==> config.mk <==
export PLATFORM = sky130hd
export DESIGN_NAME = mcrc_ram
export DESIGN_NICKNAME = d
export VERILOG_FILES = /design/src/sv/mcrc_ram.sv
export SDC_FILE = /design/constraint.sdc
export NUM_CORES = 1
export LEC_CHECK = 0
export ABC_CLOCK_PERIOD_IN_PS = 1500
export BUFFER_PORTS_ARGS = -buffer_cell sky130_fd_sc_hd__buf_2
export CORE_ASPECT_RATIO = 1.1
export CORE_MARGIN = 2
export CORE_UTILIZATION = 35
export DETAILED_ROUTE_END_ITERATION = 7
export GPL_TIMING_DRIVEN = 0
export PLACE_DENSITY = 0.52
export SLEW_MARGIN = 5
export SYNTH_ARGS = -nofsm -noshare
export SYNTH_HDL_FRONTEND = slang
export SYNTH_SLANG_ARGS = --single-unit
==> constraint.sdc <==
create_clock -name clk -period 1.5 [get_ports clk]
set_input_delay 0.075 -clock clk [delete_from_list [all_inputs] [get_ports clk]]
set_output_delay 0.075 -clock clk [all_outputs]
set_load 0.01 [all_outputs]
==> src/sv/mcrc_ram.sv <==
// Generic single-port-write, one-read synchronous RAM with registered read.
// No dependencies.
module mcrc_ram #(
	parameter int WIDTH = 8,
	parameter int DEPTH = 16
) (
	input logic clk,
	input logic we,
	input logic [$clog2(DEPTH)-1:0] waddr,
	input logic [WIDTH-1:0] wdata,
	input logic [$clog2(DEPTH)-1:0] raddr,
	output logic [WIDTH-1:0] rdata
);
	logic [WIDTH-1:0] mem [DEPTH];

	always_ff @(posedge clk) begin
		if (we) mem[waddr] <= wdata;
		rdata <= mem[raddr];
	end
endmodule

==> reports/results.tsv <==
metric	value	unit
ys_types	19	
cts_tree	built	
maxCapViolCount	0	
cts_buffer_depth	2	
place_hpwl	6740	µm
placed_cells	445	
hold_buffers	0	
cts_inserted_buffers	17	
regToRegSetupSlack	0.07	ns
max-slew-margin-rel	0.425	
pwr-share-comb	0.047	
grt_pass1_wl	15500	µm
hold_viol	0	
synth_fa_ha_area_frac	0	
cp-start-kind	register	
viasPerCell	4.93	
ios	26	
die_x	120	µm
status	finished, final reports clean	
die_y	131	µm
p_seq_frac	0.471	
p_sw_frac	0.196	
power.switching	1.78	mW
setup-tns-final	0	ns
synthSimpleGateAreaFrac	0.0318	
overflow	0	
ant_nets	0	
period_needed	1.43	ns
skew	0.00552	ns
postSynthAreaPerCell	22.5	µm²
port_buffers	24	
wl_met1	4730	µm
mappedNetlistNets	247	
grt_max_degree	17	
final_common_cell	edfxtp_1	
wl_per_cell	21.8	µm
wl	10400	µm
grt_antenna_before_repair	0	
routed.top_layer	met4	
synth_top_family_by_area	multiplexers	
path_max_fanout	1	
dieArea	15700	µm²
synth_top_area_share	0.747	
first_pass_iters	4	
arrival	1.71	ns
cts_htree_levels	4	
cts.sinks	136	
clkPwrFrac	0.482	
wl_met2	5270	µm
cts_setup_buffers	0	
gp_congestion	0.728	
holdWs	0.0747	ns
drc_errors	0	
cts.repair.resized	1	
yosys_register_bits	136	
clkTransAtPathRegs	0.06	ns
clock-root-buffer	clkbuf_16	
syn_inst	229	
path_class	register to register	
insertion_delay	0.41	ns
drv_slew	0	
ys_top_cells_by_area	edfxtp_1 (75%), mux4_2 (7.9%), mux4_1 (7.1%)	
hold_class	primary input to register	
synth_xor_area_frac	0	
p_per_area	1460	nW/µm²
synth_compound_area_frac	0.0233	
drt_iter0_markers	173	
worstPathRequired	1.79	ns
layout-area-overhead-vs-synth	20.3	%
dr_total_vias	2352	
synth_warnings	0	
tightest_slew	0.859	ns
mostFrequentLayoutCells	edfxtp_1 (128), buf_2 (27), clkbuf_16 (22)	
rsz0062_at_grt	no	
layout-drive-gt1-share	0.323	
grt_pass1_vias	2511	
row_count	46	
vdd_ir_drop_max	0.00114	V
syn_area	5150	µm²
yosysTopAreaCell	edfxtp_1	
start_util	0.358	
synthMuxAreaShare	0.150	
n_antenna_cell	0	
p_int	7.28	mW
fin_crit_sh	0.951	
power	9.06	mW
power_leakage	2.07	nW
max_freq	701	MHz
track_usage	0.143	
final_cells	477	
dr_wl_met3	332	µm
synth_seq_area_share	0.778	
num-nets-final	290	
core-area	14400	µm²
cp-end-kind	register	
finalSetupViolations	0	
==> critical path, cell delays in order (launching register included) <==
cell and delay [ns]:
edfxtp_1 0.36, mux4_1 0.58, a22oi_2 0.25, nand2_1 0.11
==> cell type report <==
class | instances | area, µm²
Timing Repair Buffer | 24 | 120
Clock inverter | 8 | 71.3
Fill cell | 1275 | 8200
Tap cell | 192 | 240
Clock buffer | 24 | 578
Sequential cell | 136 | 4000
Multi-Input combinational cell | 83 | 1090
Buffer | 10 | 86.3
==> metal layers <==
metal,vias to the layer above,GRT usage
met5,-,0
met4,0,0.0471
met3,6,0.0477
met2,49,0.228
met1,1237,0.185
li1,1060,-
==> logic make-up (layout without fill, tap and decap cells) <==
logic type / count (synthesis) / count (layout)
AOI/OAI and AO/OA: 16 / 16
and+or+nand+nor: 35 / 35
DFF: 136 / 136
buffers and inverters: 10 / 66
muxes: 32 / 32
==> synthesized netlist by cell type <==
master / number
and2b_1: 1
edfxtp_1: 128
or3b_2: 1
dfxtp_1: 8
nand2_1: 9
nand3_1: 1
nor2b_1: 1
clkdlybuf4s25_2: 3
buf_4: 1
and2_1: 1
nor3_1: 4
mux4_1: 14
nand3b_1: 2
buf_6: 3
nor2_1: 13
mux4_2: 18
buf_2: 3
nand2b_1: 2
a22oi_1: 16
==> worst paths after layout <==
path	start	endpoint	depth (start not counted)
max	mem[1][1]$_DFFE_PP_	rdata[1]$_DFF_P_	3
min	wdata[5]	mem[4][5]$_DFFE_PP_	1
max reg2reg	mem[1][1]$_DFFE_PP_	rdata[1]$_DFF_P_	3
min reg2reg	mem[14][3]$_DFFE_PP_	rdata[3]$_DFF_P_	3
==> stage by stage <==
step	cell area, µm²	setup WS [ns]	util
CTS	6180	0.0325	0.429
global route	6190	0.0112	0.430
global placement	5510	-0.541	0.383
finish	6190	0.0732	0.430
floorplan	5150	0.159	-
detailed placement	5520	-0.358	0.384
==> registers in the layout (all words and copies together) (netlist names) <==
register	cells
mem	128
rdata	8
==> power groups by stage <==
stage | clock network, mW | logic, mW | registers, mW
finish | 4.37 | 0.424 | 4.27
global route | 4.60 | 0.460 | 4.28
CTS | 4.44 | 0.431 | 4.27
detailed placement | 0 | 0.430 | 4.35
global placement | 0 | 0.422 | 4.34
floorplan | 0 | 0.216 | 4.36
Power figures use the tool's default switching activity.
